`src/hdl/cft_pkg.sv`:
```
// Package for the CSV field tokenizer: parse state type, character codes
// and the per-item result struct shared by the decoder and the top level.
// No dependencies.
package cft_pkg;

    typedef enum logic [2:0] {
        ST_ENTRY  = 3'd0,
        ST_QUOTED = 3'd1,
        ST_BARE   = 3'd2,
        ST_EXIT   = 3'd3,
        ST_TRAIL  = 3'd4
    } t_parse_state;

    localparam logic [7:0] CH_QUOTE = 8'h22;
    localparam logic [7:0] CH_COMMA = 8'h2C;
    localparam logic [7:0] CH_SPACE = 8'h20;
    localparam logic [7:0] CH_NUL   = 8'h00;
    localparam logic [7:0] CH_LF    = 8'h0A;
    localparam logic [7:0] CH_CR    = 8'h0D;

    typedef struct packed {
        logic [7:0] field_byte;
        logic       byte_valid;
        logic       field_end;
        logic       record_end;
        logic       err_set;
    } t_cft_result;

endpackage

```
`src/hdl/cft_decode.sv`:
```
// Combinational byte decoder of the CSV field tokenizer: from the current
// parse state, the input byte and the trailing-space enable it gives the next
// state and the result of the item. Depends on cft_pkg.
module cft_decode
    import cft_pkg::*;
(
    input  t_parse_state i_state,
    input  logic [7:0]   i_byte,
    input  logic         i_allow_trailing_space,
    output t_parse_state o_next_state,
    output t_cft_result  o_result
);

    always_comb begin
        o_next_state = i_state;
        case (i_state)
            ST_QUOTED: begin
                if (i_byte == CH_QUOTE) begin
                    o_next_state = ST_EXIT;
                end else if (i_byte == CH_NUL) begin
                    o_next_state = ST_ENTRY;
                end
            end
            ST_BARE: begin
                if (i_byte inside {CH_COMMA, CH_NUL}) begin
                    o_next_state = ST_ENTRY;
                end
            end
            ST_EXIT: begin
                if (i_byte == CH_QUOTE) begin
                    o_next_state = ST_QUOTED;
                end else if (i_byte inside {CH_COMMA, CH_NUL}) begin
                    o_next_state = ST_ENTRY;
                end else if (i_byte == CH_SPACE && i_allow_trailing_space) begin
                    o_next_state = ST_TRAIL;
                end else begin
                    o_next_state = ST_BARE;
                end
            end
            ST_TRAIL: begin
                if (i_byte inside {CH_COMMA, CH_NUL}) begin
                    o_next_state = ST_ENTRY;
                end else if (i_byte != CH_SPACE) begin
                    o_next_state = ST_BARE;
                end
            end
            default: begin
                if (i_byte == CH_QUOTE) begin
                    o_next_state = ST_QUOTED;
                end else if (i_byte inside {CH_COMMA, CH_NUL, CH_LF, CH_CR}) begin
                    o_next_state = ST_ENTRY;
                end else begin
                    o_next_state = ST_BARE;
                end
            end
        endcase
    end

    always_comb begin
        o_result = '0;
        case (i_state)
            ST_QUOTED: begin
                if (i_byte == CH_NUL) begin
                    // An unterminated quote at the end of a record is an error,
                    // but the record still closes normally.
                    o_result.err_set    = 1'b1;
                    o_result.field_end  = 1'b1;
                    o_result.record_end = 1'b1;
                end else if (i_byte != CH_QUOTE) begin
                    o_result.field_byte = i_byte;
                    o_result.byte_valid = 1'b1;
                end
            end
            ST_BARE: begin
                if (i_byte == CH_COMMA) begin
                    o_result.field_end = 1'b1;
                end else if (i_byte == CH_NUL) begin
                    o_result.field_end  = 1'b1;
                    o_result.record_end = 1'b1;
                end else if (!(i_byte inside {CH_LF, CH_CR})) begin
                    o_result.field_byte = i_byte;
                    o_result.byte_valid = 1'b1;
                end
            end
            ST_EXIT: begin
                if (i_byte == CH_QUOTE) begin
                    o_result.field_byte = CH_QUOTE;
                    o_result.byte_valid = 1'b1;
                end else if (i_byte == CH_COMMA) begin
                    o_result.field_end = 1'b1;
                end else if (i_byte == CH_NUL) begin
                    o_result.field_end  = 1'b1;
                    o_result.record_end = 1'b1;
                end else if (i_byte == CH_SPACE && i_allow_trailing_space) begin
                    o_result.field_end = 1'b1;
                end else begin
                    o_result.err_set = 1'b1;
                end
            end
            ST_TRAIL: begin
                // The field already ended at the first space, so a comma
                // here only returns to the entry state.
                if (i_byte == CH_NUL) begin
                    o_result.record_end = 1'b1;
                end else if (!(i_byte inside {CH_COMMA, CH_SPACE})) begin
                    o_result.err_set = 1'b1;
                end
            end
            default: begin
                if (i_byte == CH_COMMA) begin
                    o_result.field_end = 1'b1;
                end else if (i_byte == CH_NUL) begin
                    o_result.field_end  = 1'b1;
                    o_result.record_end = 1'b1;
                end else if (!(i_byte inside {CH_QUOTE, CH_LF, CH_CR})) begin
                    o_result.field_byte = i_byte;
                    o_result.byte_valid = 1'b1;
                end
            end
        endcase
    end

endmodule

```
`src/hdl/csv_field_tokenizer.sv`:
```
// Top level of the CSV field tokenizer: parse state, sticky error, the
// trailing-space register and the output register. Depends on cft_pkg and
// cft_decode.
//
// Usage:
//   Input channel: one byte per item on i_in_byte, qualified by i_valid and
//   held off by o_stall. A NUL byte ends the current record.
//   Output channel: one result item per input item (o_field_byte,
//   o_byte_valid, o_field_end, o_record_end, o_parse_error) with o_valid,
//   held off by i_stall.
//   Configuration: i_allow_trailing_space is written when i_cfg_valid and
//   o_cfg_ready are both high; o_cfg_ready is always high. Write it only
//   while no item is in flight.
//   The result of a byte accepted at one edge is registered and is on the
//   outputs after that edge. One byte is taken in every cycle unless o_stall
//   is high; the single output register sets that rate, and it refills at
//   the same edge at which its item is taken.
//   While the receiver stalls, the output item holds and o_stall is raised
//   as long as the output register is full.
//   Reset (synchronous, active low) returns to the entry state, clears the
//   error flag and the trailing-space enable and empties the output.
module csv_field_tokenizer
    import cft_pkg::*;
(
    input  logic       i_clk,
    input  logic       i_rst_n,
    input  logic       i_valid,
    output logic       o_stall,
    input  logic [7:0] i_in_byte,
    output logic       o_valid,
    input  logic       i_stall,
    output logic [7:0] o_field_byte,
    output logic       o_byte_valid,
    output logic       o_field_end,
    output logic       o_record_end,
    output logic       o_parse_error,
    input  logic       i_cfg_valid,
    output logic       o_cfg_ready,
    input  logic       i_allow_trailing_space
);

    t_parse_state r_state;
    t_parse_state n_state;
    logic         r_err;
    logic         r_allow;
    logic         r_out_valid;
    t_cft_result  n_result;
    t_cft_result  r_result;
    logic         w_in_accept;

    cft_decode u_decode (
        .i_state                (r_state),
        .i_byte                 (i_in_byte),
        .i_allow_trailing_space (r_allow),
        .o_next_state           (n_state),
        .o_result               (n_result)
    );

    assign o_stall     = r_out_valid && i_stall;
    assign w_in_accept = i_valid && !o_stall;
    assign o_cfg_ready = 1'b1;

    always_ff @(posedge i_clk) begin
        if (!i_rst_n) begin
            r_state     <= ST_ENTRY;
            r_err       <= 1'b0;
            r_allow     <= 1'b0;
            r_out_valid <= 1'b0;
        end else begin
            if (i_cfg_valid) begin
                r_allow <= i_allow_trailing_space;
            end
            if (w_in_accept) begin
                r_state     <= n_state;
                r_err       <= r_err | n_result.err_set;
                r_out_valid <= 1'b1;
            end else if (!i_stall) begin
                r_out_valid <= 1'b0;
            end
        end
    end

    always_ff @(posedge i_clk) begin
        if (w_in_accept) begin
            r_result <= n_result;
        end
    end

    assign o_valid       = r_out_valid;
    assign o_field_byte  = r_result.field_byte;
    assign o_byte_valid  = r_result.byte_valid;
    assign o_field_end   = r_result.field_end;
    assign o_record_end  = r_result.record_end;
    // The error register already holds the value after the item on the output.
    assign o_parse_error = r_err;

    a_err_sticky: assert property (@(posedge i_clk) disable iff (!i_rst_n)
        r_err |=> r_err)
        else $error("parse error flag cleared without reset");

    a_byte_excl: assert property (@(posedge i_clk) disable iff (!i_rst_n)
        (o_valid && o_byte_valid) |-> (!o_field_end && !o_record_end))
        else $error("content byte given together with a field or record end");

    a_byte_zero: assert property (@(posedge i_clk) disable iff (!i_rst_n)
        (o_valid && !o_byte_valid) |-> (o_field_byte == 8'h00))
        else $error("field byte not zero without a content byte");

    a_quoted_open: assert property (@(posedge i_clk) disable iff (!i_rst_n)
        (o_valid && r_state == ST_QUOTED) |-> !o_field_end)
        else $error("field end given while a quoted field is open");

endmodule
```
`config.mk`:
```
export PLATFORM = sky130hd
export DESIGN_NAME = csv_field_tokenizer
export DESIGN_NICKNAME = d
export VERILOG_FILES = /design/src/hdl/cft_pkg.sv /design/src/hdl/cft_decode.sv /design/src/hdl/csv_field_tokenizer.sv
export SDC_FILE = /design/constraint.sdc
export NUM_CORES = 1
export LEC_CHECK = 0
export ABC_AREA = 1
export BUFFER_PORTS_ARGS = -buffer_cell sky130_fd_sc_hd__clkbuf_2
export CORE_MARGIN = 1.5
export CORE_UTILIZATION = 35
export DETAILED_ROUTE_END_ITERATION = 16
export PLACE_DENSITY = 0.69
export SLEW_MARGIN = 25
export SYNTH_ARGS = -nofsm -noshare
export SYNTH_HDL_FRONTEND = slang
export SYNTH_SLANG_ARGS = --single-unit
```
`constraint.sdc`:
```
create_clock -name i_clk -period 1.46 [get_ports i_clk]
set_input_delay 0.219 -clock i_clk [delete_from_list [all_inputs] [get_ports i_clk]]
set_output_delay 0.219 -clock i_clk [all_outputs]
set_load 0.005 [all_outputs]
```
### Word-level counts from Yosys, hierarchy flattened

Cells that the tools add are included.

* memory bits (read-only): 0
* bits in latches: 0
* logic and storage cells: 74
* register bits: 17
* memory bits (writable): 0
* memories: 0
* bits of input ports: 14
* output and inout port bits: 15

* divide/modulo/power cells: 0
* equal/unequal tests: 15
* add/sub/neg operators: 0
* reductions and logical operators: 11
* $lt $le $gt $ge: 0
* bitwise logic cells: 1
* $mul: 0
* shifts and indexed selects: 0
* multiplexer cells: 39

Operator list (number)
* 2-to-1 mux 9 bit: 8
* one-hot mux 10 bit (4 select lines): 1
* 2-to-1 mux 3 bit: 11
* equality test 8 x 6 -> 1 bit, second input constant: 3
* equality test 8 x 4 -> 1 bit, second input constant: 2
* != test 8 x 6 -> 1 bit, second input constant: 2
* 2-to-1 mux 1 bit: 12
* one-hot mux 3 bit (4 select lines): 1
* zero test 8 bit: 1
* 2-to-1 mux 7 bit: 1
* equality test 3 x 2 -> 1 bit, second input constant: 2
* 2-to-1 mux 2 bit: 3
* != test 3 x 1 -> 1 bit, second input constant: 2
* one-hot mux 1 bit (3 select lines): 2
* nonzero test 2 bit: 3
* != test 2 x 1 -> 1 bit, second input constant: 2
* AND reduction 4 bit: 1
* nonzero test 4 bit: 1
* equality test 3 x 1 -> 1 bit, second input constant: 1
* equality test 3 bit, second input constant: 1
* logical AND 1 bit: 3
* nonzero test 3 bit: 1
* zero test 1 bit: 1
* bitwise OR 1 bit: 1

### Depth between registers and ports, before layout

Gate-level depths: netlist of the first run.

* depth after elaboration: 8
* mapped depth: 11
* gate-level depth less buffers: 11

### By module

Synthesis of the first run repeated with hierarchy kept, for this count alone.

* cells, all modules: 163
* area, all modules: 1198.6 sq um

By module, submodules not included
* cft_decode: cells an instance 116, times used 1, area an instance 608.1 sq um
* csv_field_tokenizer: cells an instance 47, times used 1, area an instance 590.6 sq um

### Worst setup path after synthesis of the first run

OpenSTA, ideal clock, no wires.

* path type: reg-to-reg
* from: register r_out_valid, in the netlist o_valid
* to: register r_state[1]
* setup slack: -0.173 ns
* buffers on the path: 0
* data required time: 1.344 ns
* arrival: 1.517 ns
* period minus slack after synthesis: 1.633 ns
* stages on the path, launching flop included: 9
* library setup time: 0.116 ns
* path through: dfxtp_1 -> nand2_1 -> inv_1 -> nor2_1 -> nand2_1 -> nor2_4 -> nand2_1 -> nor2_1 -> nor2_1

* word-level cells in the longest chain between the ends: 4

Ends and longest elaborated chain
* from (decl): RTL line csv_field_tokenizer.sv:46 `logic r_out_valid;`
* from (signal assigned): RTL line csv_field_tokenizer.sv:68 `r_out_valid <= 1'b0;`
* from (signal assigned): RTL line csv_field_tokenizer.sv:76 `r_out_valid <= 1'b1;`
* from (signal assigned): RTL line csv_field_tokenizer.sv:78 `r_out_valid <= 1'b0;`
* logical AND 1 bit: RTL line csv_field_tokenizer.sv:59 `assign o_stall = r_out_valid && i_stall;`
* via o_stall: RTL line csv_field_tokenizer.sv:28 `output logic o_stall,`
* zero test 1 bit: RTL line csv_field_tokenizer.sv:60 `assign w_in_accept = i_valid && !o_stall;`
* logical AND 1 bit: RTL line csv_field_tokenizer.sv:60
* via w_in_accept: RTL line csv_field_tokenizer.sv:49 `logic w_in_accept;`
* AND reduction 4 bit (no source line)
* to (signal assigned): RTL line csv_field_tokenizer.sv:74 `r_state <= n_state;`
* to (decl): RTL line csv_field_tokenizer.sv:42 `t_parse_state r_state;`

The timed path passes the listed nets, and every way through them passes these cells.
A chain may end at the register's enable or synchronous reset.

### Worst setup path after layout of the first run

* from: register r_state[2]
* to: register r_state[1]

* word-level cells in the longest chain between the ends: 3
* elaborated cells on any way between the ends: 9

Ends and longest elaborated chain
* equality test 3 bit, or another cell as far along: RTL line cft_decode.sv:16 `case (i_state)`
* != test 3 x 1 -> 1 bit (no source line) / != test 2 x 1 -> 1 bit (equally long branches)
* AND reduction 4 bit (no source line)

Parallel ways exist; a longest one is shown, timed or not.

==> results of run 1 <==
## final timing paths
| check | to | depth (start not counted) | slack [ns] | startpoint |
|---|---|---|---|---|
| worst min register to register | o_parse_error | 2 | 0.48 | o_parse_error |
| worst max-delay path | r_state[1] | 8 | 0.10 | r_state[2] |
| worst max register to register | r_state[1] | 8 | 0.10 | r_state[2] |
| worst min-delay path | r_allow | 2 | 0.09 | i_cfg_valid |
## registers in the layout, summed over array words and instances (netlist names)
register / flops
o_field_byte: 8
o_field_end: 1
o_parse_error: 1
r_allow: 1
r_state: 3
o_byte_valid: 1
o_valid: 1
o_record_end: 1
## power groups by stage
stage	Sequential (W)	Clock (W)	Combinational, W
floorplan	0.000572	0	0.0000991
global placement	0.000568	0	0.000192
detailed placement	0.000569	0	0.000197
CTS	0.000557	0.000283	0.000200
global route	0.000556	0.000300	0.000238
finish	0.000554	0.000272	0.000215
## cell type report
cell class / instances / area, um2
clock buffer: 4 / 26.3
fill: 267 / 1420
inverter: 20 / 75.1
multi-input combinational: 87 / 494
sequential: 17 / 459
tap: 31 / 38.8
timing repair buffer: 37 / 223
## cell usage after synthesis, types with 3 or more instances
library cell / number
inv_1: 18
nand2_2: 3
nand2_1: 20
nor2_2: 7
a21oi_1: 10
edfxtp_1: 11
dfxtp_1: 6
o21ai_0: 5
nand3_2: 3
nand3_1: 11
nor2_1: 14
nor2_4: 3
## cells by family (layout without fill, tap and decap cells)
family | after synthesis | after routing | share of synthesized area [%]
buffers and inverters | 21 | 61 | 8.21
AND/OR/NAND/NOR | 68 | 68 | 36.8
other | 1 | 1 | 0.373
AO/OA/AOI/OAI | 18 | 18 | 9.83
flip-flops | 17 | 17 | 44.8
## through the flow
stage / setup TNS [ns] / instance area [um2] / utilization [%] / worst slack, ns
after floorplan: 0 / 1010 / - / 0.0698
after global routing: 0 / 1320 / 48.1 / 0.0134
after CTS: 0 / 1290 / 47.2 / 0.00605
final: 0 / 1320 / 48.1 / 0.105
after detailed placement: -0.590 / 1250 / 45.6 / -0.108
after global placement: -0.431 / 1250 / 45.6 / -0.0795
## metal layers
layer	share of wire, %	vias to the layer above	GRT usage [%]
met3	5.9	5	2.07
met2	52	39	26.6
met1	39	429	18.2
met4	3.1	0	11.6
li1	-	485	-
met5	0	-	0
## what timing repair did
action / in CTS / in global routing
setup endpoints to repair: 6 / 11
pin swaps: 1 / 3
hold buffers: 0 / 0
buffers inserted: 0 / 2
gates resized for setup: 7 / 4
==> key figures, run 1 <==
Timing
  • Final min period: about 1.4 ns
  • RSZ-0062 raised after global routing: false
  • Hold WS: a little under 0.09 ns
  • Final max-slew violation count: 0
  • Max Fclk: approximately 0.74 GHz
  • Setup Viol. Count Final: 0
  • Crit share post-route: 92.8%
  • Final hold violation count: 0
  • Skew final: 0.00441 ns

Flow run
  • # Max-Cap Violations: 0

Floorplanning
  • Die Wd: 56.6 um
  • Die ar.: 3200 um2
  • Row count: 19
  • IO Count: 29
  • Initial core utilization: around 37%
  • Die Y: between 50 and 60 um
  • Core area: 2730 um2

Synthesis
  • Synth area leader: edfxtp_1
  • Seq cells post-synth: 17
  • Ys Warns: 0
  • Mean post-synth cell area: 8.05 um2
  • Post-synth cell types: 24
  • Synth Net Count: 139
  • Register area share after synthesis: 44.8%
  • Post-synthesis instance area: between 1000 and 1500 um2
  • Share of the synthesized area in the top cell type: 32.8%
  • Ys flop type: edfxtp_1
  • Post-synth EDFFs: 11
  • Synth area leaders: edfxtp_1, dfxtp_1, nand2_1
  • Fraction of registers with async set/reset: 0%
  • Synth Instances: roughly 130

Routing
  • Detailed-route wire length: 2300 um
  • Antenna viol nets, final: 0
  • # DRC: 0
  • Routed len/inst: 11.7 um
  • First-pass DRT Iterations: 4
  • DRT iter0 DRCs: 40
  • Vias: 958
  • Vias per inst: 4.89

Power
  • Final total power: 0.00104 W
  • P_sw: a little under 0.0003 W
  • Sw Ratio: 27.9%
  • Combinational share of power: 20.6%
  • P_leak: 0.605 nW
  • Internal: 0.000750 W
  • Register share of total power: between 50% and 60%
  • Clk pwr share: 26.1%
  • Peak supply drop: just over 0.6 mV
  • PwrDens: 791 nW/um2

Worst setup path
  • CP max FO: 4
  • CP Data Required Time: 1.67 ns
  • Worst Setup End Kind: register
  • Startpoint types: register
  • WP data arrival: approximately 1.6 ns
  • Crit path max-delay family: simple AND/OR/NAND/NOR gates
  • CP bufs+invs: 2
  • CP Class: reg -> reg
  • Crit path max-delay cell type: dfxtp_4
  • Critical path's largest stage delay: about 0.37 ns
  • Crit-path cells: inv_1 > nand3_2 > inv_1 > nand3_2 > nand2_1 > nor2_4 > o21ai_0 > nor2_1

CTS
  • Clk Latency, worst-skew pair: 0.31 ns
  • CTS sink count: 17
  • CTS tree: yes
  • Clock Path Buffers: 2
  • Root buf cell: clkbuf_4
  • CTS H-tree lvls: 1
  • CTS clk-pin slew, worst paths: 0.10 ns
  • CTS buffer count: 3

Global routing
  • GRT Util Overall: 15.8%
  • Number of global-route vias before repair: 855
  • Largest net degree at the start of global routing: 13
  • Global-route wire length before repair: 3770 um
  • Initial antenna violation count: 0
  • Total gr overflow: 0

Finish
  • Non-filler cells, final: 196
  • Commonest non-fill, non-tap cell in the layout: clkbuf_2
  • Layout cell share with drive strength beyond 1: 42.4%
  • ANT cells: 0
  • NumNets Final: 180
  • Synth-to-Final Area Change: 30.8%
  • Commonest non-fill, non-tap cells in the layout: clkbuf_2, nand2_1, inv_1

Hold path
  • Hold crit path type: in -> reg

Place
  • Dpl cells: 190
  • Routability cong.: around 0.87
  • Dpl hpwl: 1800 um
  • IO buf count: 27

Outcome
  • Status: finished, final reports clean
Power figures use the tool's default switching activity.
==> run 2: changes to the inputs <==
--- a/config.mk
+++ b/config.mk
@@ -7,10 +7,11 @@
 export LEC_CHECK = 0
 export ABC_AREA = 1
 export BUFFER_PORTS_ARGS = -buffer_cell sky130_fd_sc_hd__clkbuf_2
-export CORE_MARGIN = 1.5
+export CORE_MARGIN = 1
 export CORE_UTILIZATION = 35
 export DETAILED_ROUTE_END_ITERATION = 16
 export PLACE_DENSITY = 0.69
+export RECOVER_POWER = 50
 export SLEW_MARGIN = 25
 export SYNTH_ARGS = -nofsm -noshare
 export SYNTH_HDL_FRONTEND = slang
==> key figures, run 2 (same netlist as run 1, synthesis figures left out) <==
Finish
  • Synth-to-Final Area Change: 39.6%
  • Layout cell share with drive strength beyond 1: 47.7%
  • NumNets Final: approximately 190
  • Largest register FFs: 8
  • Commonest non-fill, non-tap cell in the layout: clkbuf_2
  • Design area: 1400 um2
  • Non-filler cells, final: roughly 200
  • Layout fillers: 249
  • ANT cells: 0
  • Commonest non-fill, non-tap cells in the layout: clkbuf_2, nand2_1, inv_1

Worst setup path
  • Crit path max-delay cell type: dfxtp_2
  • Startpoint types: register
  • Most frequent CP cell: nand3_2
  • CP Launch Point: r_state[2]
  • CP bufs+invs: 1
  • WP data arrival: about 1.6 ns
  • Critical path's largest stage delay: 0.36 ns
  • CP Data Required Time: 1.65 ns
  • Crit path max-delay family: simple AND/OR/NAND/NOR gates
  • CP max FO: 4
  • Worst Setup End Kind: register
  • Reg-to-reg startpoint: r_state[2]
  • CP Class: reg -> reg
  • Crit-path cells: buf_6 > nor3_4 > nand3_2 > nor2_4 > nor2_2 > nand3_2 > and2_4

Power
  • Peak supply drop: 0.571 mV
  • Sw Ratio: 29.1%
  • P_sw: between 0.0003 and 0.0004 W
  • Final total power: 0.00106 W
  • Combinational share of power: 21.7%
  • Clk pwr share: 25.6%
  • Register share of total power: 52.7%
  • PwrDens: 753 nW/um2
  • P_leak: 0.641 nW
  • Internal: 0.000750 W

Global routing
  • Initial antenna violation count: 0
  • Largest net degree at the start of global routing: 13
  • Global-route wire length before repair: 3970 um
  • Total gr overflow: 0
  • Number of global-route vias before repair: 922
  • GRT Util Overall: 16.6%

Place
  • IO buf count: 27
  • Dpl cells: 195
  • Routability cong.: 0.898
  • Pre-CTS WS: -0.0916 ns
  • Placed Area: 1270 um2
  • Dpl hpwl: 1860 um

Routing
  • Vias per inst: 4.86
  • Detailed-route wire length: 2540 um
  • Routed len/inst: 12.5 um
  • # DRC: 0
  • DRT iter0 DRCs: 16
  • First-pass DRT Iterations: 4
  • Vias: roughly 1000
  • Antenna viol nets, final: 0

Timing
  • Worst setup margin: 0.00819 ns
  • Crit share post-route: 99.4%
  • Final min period: 1.45 ns
  • Hold WS: 0.0915 ns
  • Max Fclk: approximately 0.7 GHz
  • Skew final: 0.00273 ns
  • Final hold violation count: 0
  • RSZ-0062 raised after global routing: true
  • Setup Viol. Count Final: 0
  • Final max-slew violation count: 0

Flow run
  • # Max-Cap Violations: 0

CTS
  • CTS sink count: 17
  • CTS tree: yes
  • CTS buffer count: 3
  • Clk Latency, worst-skew pair: 0.31 ns
  • CTS H-tree lvls: 1
  • CTS clk-pin slew, worst paths: 0.11 ns
  • Clock Path Buffers: 2
  • Root buf cell: clkbuf_4
  • # hold bufs at CTS: 0

Floorplanning
  • IO Count: 29
  • Die ar.: 3090 um2
  • Core area: 2730 um2
  • Row count: 19
  • Initial core utilization: 36.8%
  • Die Y: between 50 and 60 um
  • Die Wd: roughly 56 um

Hold path
  • Min-delay src: i_cfg_valid
  • Hold crit path type: in -> reg

Outcome
  • Status: finished, final reports clean
-- run 2: cell count changes in the layout (fill, tap and decap cells not counted), moves of 2 or more --
cell and delta:
buf_4 +4, a21oi_1 -3, buf_6 +3, o21ai_0 -3, clkbuf_1 +2, a21oi_2 +3
o21ai_2 +2, clkbuf_2 -2
-- run 2: worst register-to-register path: stages, from the launching register on --
cell and delay (ns):
dfxtp_2 0.36, buf_6 0.12, nor3_4 0.27, nand3_2 0.16, nor2_4 0.17, nor2_2 0.06
nand3_2 0.07, and2_4 0.13
-- run 2: path summary, 6_finish.rpt --
check                                        to  slack [ns]  cells past startpoint
worst min-delay path                    r_allow        0.09                      2
worst max-delay path            o_field_byte[5]       0.008                      7
worst min register to register    o_parse_error        0.47                      2
worst max register to register  o_field_byte[5]       0.008                      7
-- run 2: cell type report --
cell class	instances	area [um2]	share of cell area, %
Clock buffer	3	22.5	1.60
Clock inverter	1	5.00	0.357
Inverter	20	75.1	5.35
Multi-Input combinational cell	87	538	38.3
Sequential cell	17	457	32.5
Tap cell	31	38.8	2.76
Timing Repair Buffer	44	268	19.1
-- run 2: layer usage --
layer	up-vias	part of all wire [%]	global-route usage, %
li1	498	-	-
met1	457	42	18.9
met5	-	0	0
met3	7	3.5	3.72
met2	25	52	28.7
met4	0	2.5	8.93
-- run 2: power by group through the flow --
stage          registers [W]  clock network, W  logic (W)
4_1_cts             0.000558          0.000274   0.000199
6_report            0.000557          0.000271   0.000229
5_1_grt             0.000559          0.000289   0.000251
2_1_floorplan       0.000572                 0  0.0000991
3_3_place_gp        0.000568                 0   0.000183
3_5_place_dp        0.000570                 0   0.000188
-- run 2: per-stage QoR --
step	TNS [ns]	utilization, %
global placement	-0.110	46.5
floorplan	0	-
finish	0	51.4
detailed placement	-0.433	46.5
CTS	0	48.3
global route	-0.395	51.4
-- run 2: timing repair --
item / in CTS / in global routing
gates cloned: 0 / 0
buffers inserted: 2 / 2
endpoints found under the setup margin: 3 / 11
resized for setup: 4 / 24
pin swaps: 3 / 7
